[src/rtl/lkv_pkg.sv]
// Shared types and constants for the LRU key/value store.
// No dependencies; used by lkv_cfg, lkv_cell and lru_key_value_store.
package lkv_pkg;

    localparam int CAP_BITS  = 4;
    localparam int ADDR_BITS = 1;
    localparam int DATA_BITS = 32;

    localparam logic [CAP_BITS-1:0]  CAP_RESET    = 4'd8;
    localparam logic [ADDR_BITS-1:0] REG_CAPACITY = 1'b0;

    typedef enum logic [0:0] {
        OP_LOOKUP = 1'b0,
        OP_STORE  = 1'b1
    } t_opcode;

    // Broadcast from the top level to every cell for one transaction.
    typedef struct packed {
        logic fire;   // transaction accepted this cycle
        logic store;  // store, else lookup
        logic hit;    // key found in some cell
    } t_cell_ctrl;

endpackage

[src/rtl/lkv_cfg.sv]
// APB-style configuration register block: holds capacity_in_use.
// Depends on lkv_pkg.
module lkv_cfg (
    input  logic                          i_clk,
    input  logic                          i_rst_n,
    input  logic                          psel,
    input  logic                          penable,
    input  logic                          pwrite,
    input  logic [lkv_pkg::ADDR_BITS-1:0] paddr,
    input  logic [lkv_pkg::DATA_BITS-1:0] pwdata,
    output logic [lkv_pkg::DATA_BITS-1:0] prdata,
    output logic                          pready,
    output logic [lkv_pkg::CAP_BITS-1:0]  o_capacity
);

    logic [lkv_pkg::CAP_BITS-1:0] r_capacity;
    logic                         w_write;

    assign pready  = 1'b1;
    assign w_write = psel && penable && pwrite && (paddr == lkv_pkg::REG_CAPACITY);

    always_ff @(posedge i_clk) begin
        if (!i_rst_n) begin
            r_capacity <= lkv_pkg::CAP_RESET;
        end else if (w_write) begin
            r_capacity <= pwdata[lkv_pkg::CAP_BITS-1:0];
        end
    end

    always_comb begin
        prdata = '0;
        if (paddr == lkv_pkg::REG_CAPACITY) begin
            prdata = {{(lkv_pkg::DATA_BITS - lkv_pkg::CAP_BITS){1'b0}}, r_capacity};
        end
    end

    assign o_capacity = r_capacity;

endmodule

[src/rtl/lkv_cell.sv]
// One entry of the recency-ordered chain: key, value and valid mark.
// Loads from its left neighbor when the chain shifts. Depends on lkv_pkg.
module lkv_cell #(
    parameter int KEY_BITS   = 32,
    parameter int VALUE_BITS = 32,
    parameter int CNT_W      = 4,
    parameter int INDEX      = 0
) (
    input  logic                   i_clk,
    input  logic                   i_rst_n,
    input  lkv_pkg::t_cell_ctrl    i_ctrl,
    input  logic [CNT_W-1:0]       i_limit,
    input  logic [KEY_BITS-1:0]    i_key,
    input  logic [KEY_BITS-1:0]    i_prev_key,
    input  logic [VALUE_BITS-1:0]  i_prev_value,
    input  logic                   i_prev_valid,
    input  logic                   i_match_right,
    output logic [KEY_BITS-1:0]    o_key,
    output logic [VALUE_BITS-1:0]  o_value,
    output logic                   o_valid,
    output logic                   o_match_chain,
    output logic [VALUE_BITS-1:0]  o_hit_value
);

    logic [KEY_BITS-1:0]   r_key;
    logic [VALUE_BITS-1:0] r_value;
    logic                  r_valid;
    logic                  w_match;
    logic                  w_shift;

    assign w_match       = r_valid && (r_key == i_key);
    // some cell at this position or further along matches
    assign o_match_chain = w_match || i_match_right;
    assign o_hit_value   = w_match ? r_value : '0;

    always_comb begin
        w_shift = 1'b0;
        if (i_ctrl.fire) begin
            if (i_ctrl.hit) begin
                w_shift = o_match_chain;
            end else if (i_ctrl.store) begin
                w_shift = (i_limit >= CNT_W'(INDEX));
            end
        end
    end

    always_ff @(posedge i_clk) begin
        if (!i_rst_n) begin
            r_valid <= 1'b0;
        end else if (w_shift) begin
            r_valid <= i_prev_valid;
        end
    end

    always_ff @(posedge i_clk) begin
        if (w_shift) begin
            r_key   <= i_prev_key;
            r_value <= i_prev_value;
        end
    end

    assign o_key   = r_key;
    assign o_value = r_value;
    assign o_valid = r_valid;

endmodule

[src/rtl/lru_key_value_store.sv]
// Top level of the fully associative LRU key/value store.
// Depends on lkv_pkg, lkv_cfg and lkv_cell.
//
//  channel   direction  handshake            payload
//  request   in         i_valid / o_ready    i_opcode, i_lookup_key, i_write_value
//  result    out        o_valid / i_ready    o_hit, o_read_value, o_evicted
//  config    in         psel/penable/pready  paddr, pwdata, pwrite, prdata
//
// One transaction per cycle: the cells compare the key in parallel and the
// chain shifts in the same cycle, so the result register holds the answer
// in the cycle after acceptance. Cell 0 is most recent, so eviction drops the
// cell at position count-1. A stalled result stops intake only while the
// result register is full and not taken. Synchronous reset clears the valid
// marks, the count and the result valid flag; capacity returns to 8.
module lru_key_value_store #(
    parameter int ENTRIES    = 8,
    parameter int KEY_BITS   = 32,
    parameter int VALUE_BITS = 32
) (
    input  logic                          i_clk,
    input  logic                          i_rst_n,
    input  logic                          i_valid,
    output logic                          o_ready,
    input  logic                          i_opcode,
    input  logic signed [KEY_BITS-1:0]    i_lookup_key,
    input  logic signed [VALUE_BITS-1:0]  i_write_value,
    output logic                          o_valid,
    input  logic                          i_ready,
    output logic                          o_hit,
    output logic signed [VALUE_BITS-1:0]  o_read_value,
    output logic                          o_evicted,
    input  logic                          psel,
    input  logic                          penable,
    input  logic                          pwrite,
    input  logic [lkv_pkg::ADDR_BITS-1:0] paddr,
    input  logic [lkv_pkg::DATA_BITS-1:0] pwdata,
    output logic [lkv_pkg::DATA_BITS-1:0] prdata,
    output logic                          pready
);

    localparam int CNT_W = $clog2(ENTRIES + 1);

    logic [lkv_pkg::CAP_BITS-1:0] w_capacity;
    logic [CNT_W-1:0]             w_cap_eff;
    logic [CNT_W-1:0]             r_count;
    logic [CNT_W-1:0]             n_count;
    logic [CNT_W-1:0]             w_limit;

    logic                         w_fire;
    logic                         w_store;
    logic                         w_hit;
    logic                         w_evict;
    logic [VALUE_BITS-1:0]        w_hit_value;
    logic [VALUE_BITS-1:0]        w_new_value;
    lkv_pkg::t_cell_ctrl          w_ctrl;

    logic [KEY_BITS-1:0]          w_key       [ENTRIES];
    logic [VALUE_BITS-1:0]        w_value     [ENTRIES];
    logic [VALUE_BITS-1:0]        w_cell_hit  [ENTRIES];
    logic [ENTRIES-1:0]           w_valid;
    logic [ENTRIES-1:0]           w_chain;

    logic                         r_out_valid;
    logic                         r_hit;
    logic [VALUE_BITS-1:0]        r_read_value;
    logic                         r_evicted;

    lkv_cfg u_cfg (
        .i_clk      (i_clk),
        .i_rst_n    (i_rst_n),
        .psel       (psel),
        .penable    (penable),
        .pwrite     (pwrite),
        .paddr      (paddr),
        .pwdata     (pwdata),
        .prdata     (prdata),
        .pready     (pready),
        .o_capacity (w_capacity)
    );

    // clamp capacity into 1..ENTRIES
    always_comb begin
        if (w_capacity == '0) begin
            w_cap_eff = CNT_W'(1);
        end else if (32'(w_capacity) > ENTRIES) begin
            w_cap_eff = CNT_W'(ENTRIES);
        end else begin
            w_cap_eff = CNT_W'(w_capacity);
        end
    end

    // refuse requests while reset is held
    assign o_ready = i_rst_n && (!r_out_valid || i_ready);
    assign w_fire  = i_valid && o_ready;
    assign w_store = (lkv_pkg::t_opcode'(i_opcode) == lkv_pkg::OP_STORE);
    assign w_hit   = w_chain[0];
    assign w_evict = w_store && !w_hit && (r_count >= w_cap_eff);
    // last position that takes its neighbor on an insert
    assign w_limit = r_count - CNT_W'(w_evict);

    always_comb begin
        w_hit_value = '0;
        for (int i = 0; i < ENTRIES; i++) begin
            w_hit_value = w_hit_value | w_cell_hit[i];
        end
    end

    assign w_new_value = w_store ? i_write_value : w_hit_value;

    assign w_ctrl.fire  = w_fire;
    assign w_ctrl.store = w_store;
    assign w_ctrl.hit   = w_hit;

    for (genvar g = 0; g < ENTRIES; g++) begin : g_cell
        logic [KEY_BITS-1:0]   w_pkey;
        logic [VALUE_BITS-1:0] w_pvalue;
        logic                  w_pvalid;
        logic                  w_right;

        if (g == 0) begin : g_head
            assign w_pkey   = i_lookup_key;
            assign w_pvalue = w_new_value;
            assign w_pvalid = 1'b1;
        end else begin : g_body
            assign w_pkey   = w_key[g-1];
            assign w_pvalue = w_value[g-1];
            assign w_pvalid = w_valid[g-1];
        end

        if (g == ENTRIES - 1) begin : g_tail
            assign w_right = 1'b0;
        end else begin : g_inner
            assign w_right = w_chain[g+1];
        end

        lkv_cell #(
            .KEY_BITS   (KEY_BITS),
            .VALUE_BITS (VALUE_BITS),
            .CNT_W      (CNT_W),
            .INDEX      (g)
        ) u_cell (
            .i_clk         (i_clk),
            .i_rst_n       (i_rst_n),
            .i_ctrl        (w_ctrl),
            .i_limit       (w_limit),
            .i_key         (i_lookup_key),
            .i_prev_key    (w_pkey),
            .i_prev_value  (w_pvalue),
            .i_prev_valid  (w_pvalid),
            .i_match_right (w_right),
            .o_key         (w_key[g]),
            .o_value       (w_value[g]),
            .o_valid       (w_valid[g]),
            .o_match_chain (w_chain[g]),
            .o_hit_value   (w_cell_hit[g])
        );
    end

    always_comb begin
        n_count = r_count;
        if (w_fire && w_store && !w_hit && !w_evict) begin
            n_count = r_count + CNT_W'(1);
        end
    end

    always_ff @(posedge i_clk) begin
        if (!i_rst_n) begin
            r_count     <= '0;
            r_out_valid <= 1'b0;
        end else begin
            r_count <= n_count;
            if (w_fire) begin
                r_out_valid <= 1'b1;
            end else if (i_ready) begin
                r_out_valid <= 1'b0;
            end
        end
    end

    always_ff @(posedge i_clk) begin
        if (w_fire) begin
            r_hit        <= w_hit;
            r_read_value <= (!w_store && w_hit) ? w_hit_value : '0;
            r_evicted    <= w_evict;
        end
    end

    assign o_valid      = r_out_valid;
    assign o_hit        = r_hit;
    assign o_read_value = r_read_value;
    assign o_evicted    = r_evicted;

    a_count_range: assert property (@(posedge i_clk) disable iff (!i_rst_n)
        32'(r_count) <= ENTRIES)
        else $error("entry count above ENTRIES");

    a_valid_matches_count: assert property (@(posedge i_clk) disable iff (!i_rst_n)
        $countones(w_valid) == 32'(r_count))
        else $error("valid marks disagree with entry count");

    a_store_lands_head: assert property (@(posedge i_clk) disable iff (!i_rst_n)
        (w_fire && w_store) |=> (w_valid[0] && w_key[0] == $past(i_lookup_key)
                                 && w_value[0] == $past(i_write_value)))
        else $error("stored pair not most recent");

    a_no_evict_on_hit: assert property (@(posedge i_clk) disable iff (!i_rst_n)
        (w_fire && w_evict) |-> (!w_hit && r_count != '0))
        else $error("eviction on hit or empty store");

endmodule
[config.mk]
export PLATFORM = sky130hd
export DESIGN_NAME = lru_key_value_store
export DESIGN_NICKNAME = d
export VERILOG_FILES = /design/src/rtl/lkv_pkg.sv /design/src/rtl/lkv_cfg.sv /design/src/rtl/lkv_cell.sv /design/src/rtl/lru_key_value_store.sv
export SDC_FILE = /design/constraint.sdc
export NUM_CORES = 1
export LEC_CHECK = 0
export BUFFER_PORTS_ARGS = -buffer_cell sky130_fd_sc_hd__buf_4
export CORE_ASPECT_RATIO = 2
export CORE_MARGIN = 1.5
export CORE_UTILIZATION = 40
export CTS_CLUSTER_SIZE = 14
export DETAILED_ROUTE_END_ITERATION = 8
export GPL_TIMING_DRIVEN = 0
export PLACE_DENSITY = 0.63
export SKIP_CTS_REPAIR_TIMING = 1
export SLEW_MARGIN = 20
export SYNTH_ARGS = -nofsm -noshare
export SYNTH_HDL_FRONTEND = slang
export SYNTH_SLANG_ARGS = --single-unit
[constraint.sdc]
create_clock -name i_clk -period 17.1 [get_ports i_clk]
set_input_delay 5.13 -clock i_clk [delete_from_list [all_inputs] [get_ports i_clk]]
set_output_delay 5.13 -clock i_clk [all_outputs]
set_load 0.01 [all_outputs]
Word level (Yosys, flattened, before mapping)

Index checks and enable logic that the tools add are counted.

Register bits after elaboration: 563
Bits in latches: 0
RAM bits: 0
ROM bits: 0
Bits of input ports: 105
Output and inout bits: 69
Logic and storage cells: 129
Memories: 0

Add/sub/neg operators: 2
Multiply operators: 0
Div/mod/pow operators: 0
$lt $le $gt $ge: 10
Equal/unequal tests: 8
Shifts and indexed selects: 0
Mux-type cells: 38
Bitwise operators: 8
Reductions and logical operators: 33

Operators by type and width:

| cell                                                              | count |
|---|---|
| two-way mux 32 bit                                                | 9 |
| == test 32 bit                                                    | 8 |
| bitwise OR 32 bit                                                 | 7 |
| two-way mux 1 bit                                                 | 26 |
| logical AND 1 bit                                                 | 19 |
| greater-or-equal comparator 4 x 3 -> 1 bit, second input constant | 4 |
| two-way mux 4 bit                                                 | 3 |
| greater-or-equal comparator 4 x 1 -> 1 bit, second input constant | 2 |
| greater-or-equal comparator 4 x 2 -> 1 bit, second input constant | 2 |
| logical OR 1 bit                                                  | 8 |
| adder 4 x 1 -> 4 bit, second input constant                       | 1 |
| greater-or-equal comparator 4 bit                                 | 1 |
| greater-than comparator 4 bit, second input constant              | 1 |
| zero test 1 bit                                                   | 4 |
| zero test 4 bit                                                   | 1 |
| subtractor 4 x 1 -> 4 bit                                         | 1 |
| nonzero test 2 bit                                                | 1 |
| inverter 1 bit                                                    | 1 |

Logic depth before layout (Yosys ltp)

Depth in word-level cells: 17
Gate-level depth with buffers: 18
Depth with buffers taken out: 18

Cells and area by module

Synthesis repeated with hierarchy kept, for this count alone.

Cell total of the unflattened synthesis: 1,537
Area, all modules: 23,765.3 sq um

Modules (own cells, without submodules):

| module                      | instances | cells an instance | area an instance (sq um) | seq. area each (sq um) |
|---|---|---|---|---|
| lkv_cell (g_cell[7].u_cell) | 1         | 156               | 2,625.0                  | 1,941.9 |
| lkv_cell (g_cell[5].u_cell) | 1         | 159               | 2,621.3                  | 1,941.9 |
| lkv_cell (g_cell[3].u_cell) | 1         | 153               | 2,595.0                  | 1,941.9 |
| lkv_cell (g_cell[6].u_cell) | 1         | 153               | 2,592.5                  | 1,941.9 |
| lkv_cell (g_cell[1].u_cell) | 1         | 152               | 2,591.2                  | 1,941.9 |
| lkv_cell (g_cell[2].u_cell) | 1         | 152               | 2,590.0                  | 1,941.9 |
| lkv_cell (g_cell[0].u_cell) | 1         | 151               | 2,587.5                  | 1,941.9 |
| lkv_cell (g_cell[4].u_cell) | 1         | 152               | 2,587.5                  | 1,941.9 |
| lru_key_value_store         | 1         | 256               | 2,543.7                  | 1,121.1 |
| lkv_cfg                     | 1         | 53                | 431.7                    | 80.1 |

Worst setup path before layout

No wires, ideal clock.

Path type: input to register
From: in i_lookup_key[25]
To: reg g_cell[2].u_cell.r_key[0] (enable)
Library setup time: 0.511 ns
Data arrival time: 10.834 ns
Data required time: 16.589 ns
Path slack: 5.755 ns
Stages on the path: 14
Path buffers: 1
Cells stage by stage: buf_4 > xor2_1 > nor4_1 > nand4_1 > nor4_4 > or3_1 > or3_1 > nor2_1 > ha_1 > ha_1 > xnor2_1 > and2_1 > a21o_1 > a21oi_1

Word-level cells in the longest chain between the ends: 17
Elaborated cells on any way between the ends: 31
Those cells by class: add/sub: 1; order compare: 1; eq/ne: 8; mux: 3; reduce/logical: 18

RTL lines:

| element                                        | line                      | RTL |
|---|---|---|
| start, declared                                | lru_key_value_store.sv:25 | `input logic signed [KEY_BITS-1:0] i_lookup_key,` |
| == test 32 bit                                 | lkv_cell.sv:31            | `assign w_match = r_valid && (r_key == i_key);` |
| logical AND 1 bit                              | lkv_cell.sv:31            |  |
| logical OR 1 bit (6 in series)                 | lkv_cell.sv:33            | `assign o_match_chain = w_match \|\| i_match_right;` |
| logical OR 1 bit (*)                           | lkv_cell.sv:33            |  |
| zero test 1 bit (*)                            | lru_key_value_store.sv:97 | `assign w_evict = w_store && !w_hit && (r_count >= w_cap_eff);` |
| logical AND 1 bit (*) (2 in series)            | lru_key_value_store.sv:97 |  |
| net w_evict                                    | lru_key_value_store.sv:52 | `logic w_evict;` |
| subtractor 4 x 1 -> 4 bit (*)                  | lru_key_value_store.sv:99 | `assign w_limit = r_count - CNT_W'(w_evict);` |
| greater-or-equal comparator 4 x 2 -> 1 bit (*) | lkv_cell.sv:42            | `w_shift = (i_limit >= CNT_W'(INDEX));` |
| two-way mux 1 bit (*)                          | lkv_cell.sv:41            | `end else if (i_ctrl.store) begin` |
| two-way mux 1 bit (*)                          | lkv_cell.sv:39            | `if (i_ctrl.hit) begin` |
| two-way mux 1 bit (*)                          | lkv_cell.sv:38            | `if (i_ctrl.fire) begin` |
| net g_cell[2].u_cell.w_shift                   | lkv_cell.sv:29            | `logic w_shift;` |
| end signal, assigned                           | lkv_cell.sv:57            | `r_key <= i_prev_key;` |
| end, declared                                  | lkv_cell.sv:25            | `logic [KEY_BITS-1:0] r_key;` |

Mark *: on every way through the listed nets, which the timed path passes. The rest lies on a longest branch.
A chain may end at the register's enable or synchronous reset.

Worst setup path after layout

From: in i_rst_n
To: out o_ready

Word-level cells in the longest chain between the ends: 1

RTL lines:

| element           | line                      | RTL |
|---|---|---|
| start, declared   | lru_key_value_store.sv:21 | `input logic i_rst_n,` |
| logical AND 1 bit | lru_key_value_store.sv:93 | `assign o_ready = i_rst_n && (!r_out_valid \|\| i_ready);` |
| end, declared     | lru_key_value_store.sv:23 | `output logic o_ready,` |

No other way between the ends.

==> run_results.csv <==
group,metric,value,unit
power_and_ir_drop,switching_share,21.4,%
sta,max_freq,0.0902,GHz
worst_setup_path,crit_fanout,10,
sta,min_period_over_period,64.8,%
logic_synthesis,synthFlopType,"edfxtp_1",
place,hpwl,43.6,mm
power_and_ir_drop,power_frac_comb,4.6,%
logic_synthesis,synthCells,1400,
sta,final-hold-violation-count,0,
floorplan,io_pins,174,
final_layout,final_nets,1725,
logic_synthesis,syn_area,22700,um^2
global_route,grtUsageMet3,2.22,%
logic_synthesis,synth_area_leaders,"edfxtp_1, xor2_1, xnor2_1, a22oi_1, buf_4",
worst_setup_path,critical-path-slowest-cell,"clkbuf_1",
worst_setup_path,critPathRequiredTime,11970,ps
final_layout,area_growth,17.1,%
worst_setup_path,crit_type,"primary input to primary output",
worst_setup_path,r2r-end,"g_cell[1].u_cell.o_key[22]",
route,drt_iter0_drc,998,
global_route,grt_antenna_before_repair,0,
global_route,met2_usage,39.5,%
sta,slew_viol_final,0,
global_route,grt_usage,20.5,%
final_layout,stdcell_count,2398,
logic_synthesis,yosysTopAreaCell,"edfxtp_1",
hold_path,holdCritStartpoint,"g_cell[1].u_cell.o_value[0]",
logic_synthesis,synth_top_area_share,72.3,%
sta,fin_tns_setup,0,ps
power_and_ir_drop,pwr-share-seq,56.2,%
clocking,cts-buffers-inserted,50,
route,vias_per_cell,5.37,
power_and_ir_drop,ir_drop,71.0,uV
global_route,grt_use_met1,21.2,%
power_and_ir_drop,power_density,101,nW/um^2
sta,slew_headroom,26.5,%
route,ant_nets,0,
hold_path,worstHoldPathType,"flop to flop",
sta,rsz0062_at_grt,"no",
clocking,cts_root_buf,"clkbuf_16",
clocking,cts_tree,"done",
clocking,clkTransAtPathRegs,60,ps
floorplan,start_util,40.4,%
floorplan,die_h,340,um
logic_synthesis,synth_cell_types,48,
floorplan,rows,123,
global_route,grt_overflow_total,0,
global_route,grt_pass1_vias,13400,
logic_synthesis,ys_ff_latch,563,
logic_synthesis,ys_seq_area_share,73.8,%
worst_setup_path,cp_slowest_stage_delay,460,ps
final_layout,drive_above_1_share,17.5,%
place,placedCellCount,2311,
job,drv_cap,0,
sta,post-route-min-period,11090,ps
status,status,"completed",
sta,hold_slack,442,ps
hold_path,hold_depth,0,
route,drc,0,
route,drt_pass1_iterations,5,
route,wl_per_cell,24.7,um
worst_setup_path,rr_startpoint,"g_cell[1].u_cell.o_key[15]",
global_route,grt.busiest_layer,"met2",
worst_setup_path,worst-r2r-cell-count,16,
logic_synthesis,synth_edf_count,546,
sta,worstMarginPinSlew,1090,ps
clocking,htree_levels,2,
power_and_ir_drop,p_sw,0.577,mW
floorplan,fp.dieW,171,um
worst_setup_path,worst_setup_path_end_kind,"primary output",
route,routed_wl,59.3,mm
global_route,grt_max_degree,48,
worst_setup_path,critPathArrivalTime,5960,ps
floorplan,core,56200,um^2
power_and_ir_drop,leakage,8.81,nW
clocking,worstSkewPairLatency,580,ps
floorplan,fp.dieArea,58200,um^2
clocking,cts.path.max_buffers,3,
power_and_ir_drop,pwr-share-clk,39.2,%
power_and_ir_drop,intPower,2.12,mW
sta,setup_viol_count_final,0,
final_layout,antenna_cells,0,
sta,skew,33.5,ps
global_route,grt_pass1_wl,85.7,mm
clocking,cts.sinks,563,
hold_path,min_to,"g_cell[2].u_cell.o_value[0]",
place,place_congestion,0.856,
logic_synthesis,syn_avg_cell_area,16.2,um^2
logic_synthesis,async_reset_ff_share,0,%
worst_setup_path,start_kind,"primary input",
final_layout,nFillCells,4844,
logic_synthesis,synth_warnings,0,
route,dr_total_vias,12900,
worst_setup_path,ff2ff_setup_slack,11270,ps
place,io_buffers,114,
worst_setup_path,path_cells,"clkbuf_1, and2_1, buf_4",
==> layout make-up <==
cell class | instances | area, um^2 | area share, %
well taps | 750 | 938 | 3.53
clock buffers | 68 | 1340 | 5.04
multi-input cells | 752 | 5410 | 20.3
plain buffers | 101 | 647 | 2.43
repair buffers | 134 | 1340 | 5.05
flip-flops and latches | 563 | 16700 | 63.0
inverters | 11 | 45.0 | 0.169
clock inverters | 19 | 121 | 0.457
==> how the worst max path moves through the flow <==
| stage | endpoint | startpoint | slack, ps | depth (start not counted) |
|---|---|---|---|---|
| after floorplan | g_cell[2].u_cell.o_key[0] | i_lookup_key[25] | 5760 | 14 |
| after global placement | g_cell[2].u_cell.o_valid | i_lookup_key[8] | 1410 | 17 |
| after detailed placement | o_ready | i_rst_n | 5980 | 3 |
| after CTS | o_ready | i_rst_n | 5980 | 3 |
| after global routing | o_ready | i_rst_n | 5940 | 3 |
| final | o_ready | i_rst_n | 6010 | 3 |
==> worst max-delay path: cells and delay by family <==
kind                   cells  cell delay (ps)
buffers and inverters      2              590
AND/OR/NAND/NOR            1              240
==> logic make-up after synthesis <==
logic type                 share of synthesized area, %
DFF                                                73.8
and+or+nand+nor                                    6.35
xor gates and xnor gates                           9.92
AOI/OAI and AO/OA                                  5.87
buffers and inverters                              3.03
muxes                                             0.618
adders and majority gates                         0.386
other                                            0.0331
==> stage by stage <==
step / power [mW] / cell area [um^2] / setup WS (ps) / utilization (%)
after CTS: 2.71 / 26600 / 5980 / 47.3
after global placement: 1.67 / 24600 / 1410 / 43.8
final: 2.70 / 26600 / 6010 / 47.3
after global routing: 2.77 / 26600 / 5940 / 47.3
after floorplan: 1.61 / 22800 / 5760 / -
after detailed placement: 1.67 / 25100 / 5980 / 44.7
==> synthesized netlist by cell type (6+ instances only) <==
cell	count
edfxtp_1	546
xor2_1	189
nor2_1	80
a22oi_1	78
xnor2_1	68
buf_4	66
nor4_1	47
a21oi_1	35
nand2_1	27
a221oi_1	25
a22o_1	25
and3_1	25
nand4_1	25
clkbuf_1	24
dfxtp_1	17
mux2i_1	14
nand3_1	13
buf_2	10
inv_1	10
nor3_1	10
and4_1	7
ha_1	7
nor2b_1	6
==> registers in the layout, indices dropped and copies added (netlist names) <==
signal and cells:
g_cell.u_cell.o_key 256, g_cell.u_cell.o_valid 8, g_cell.u_cell.o_value 256, o_evicted 1, o_hit 1, o_read_value 32
o_valid 1, r_count 4, u_cfg.o_capacity 4
==> layout by cell type, fill, tap and decap left out, types with 34 or more instances in the layout <==
cell type and instances:
a22oi_1 78, clkbuf_16 50, edfxtp_1 546, xor2_1 189
nor4_1 47, a21oi_1 34, xnor2_1 68, clkbuf_1 40
buf_4 180, nor2_1 80
==> routing by layer <==
metal	vias up	routed length, um
li1	5693	-
met1	6427	19400
met2	592	33300
met3	155	3130
met4	0	3480
met5	-	0
==> power groups by stage <==
stage                     Combinational (mW)  Clock (mW)  Sequential (mW)
final                                  0.123        1.06             1.52
after global placement                 0.119           0             1.55
after floorplan                       0.0662           0             1.55
after CTS                              0.126        1.07             1.52
after global routing                   0.133        1.12             1.52
after detailed placement               0.125           0             1.55
No activity file was read; power rests on OpenSTA's default activity.
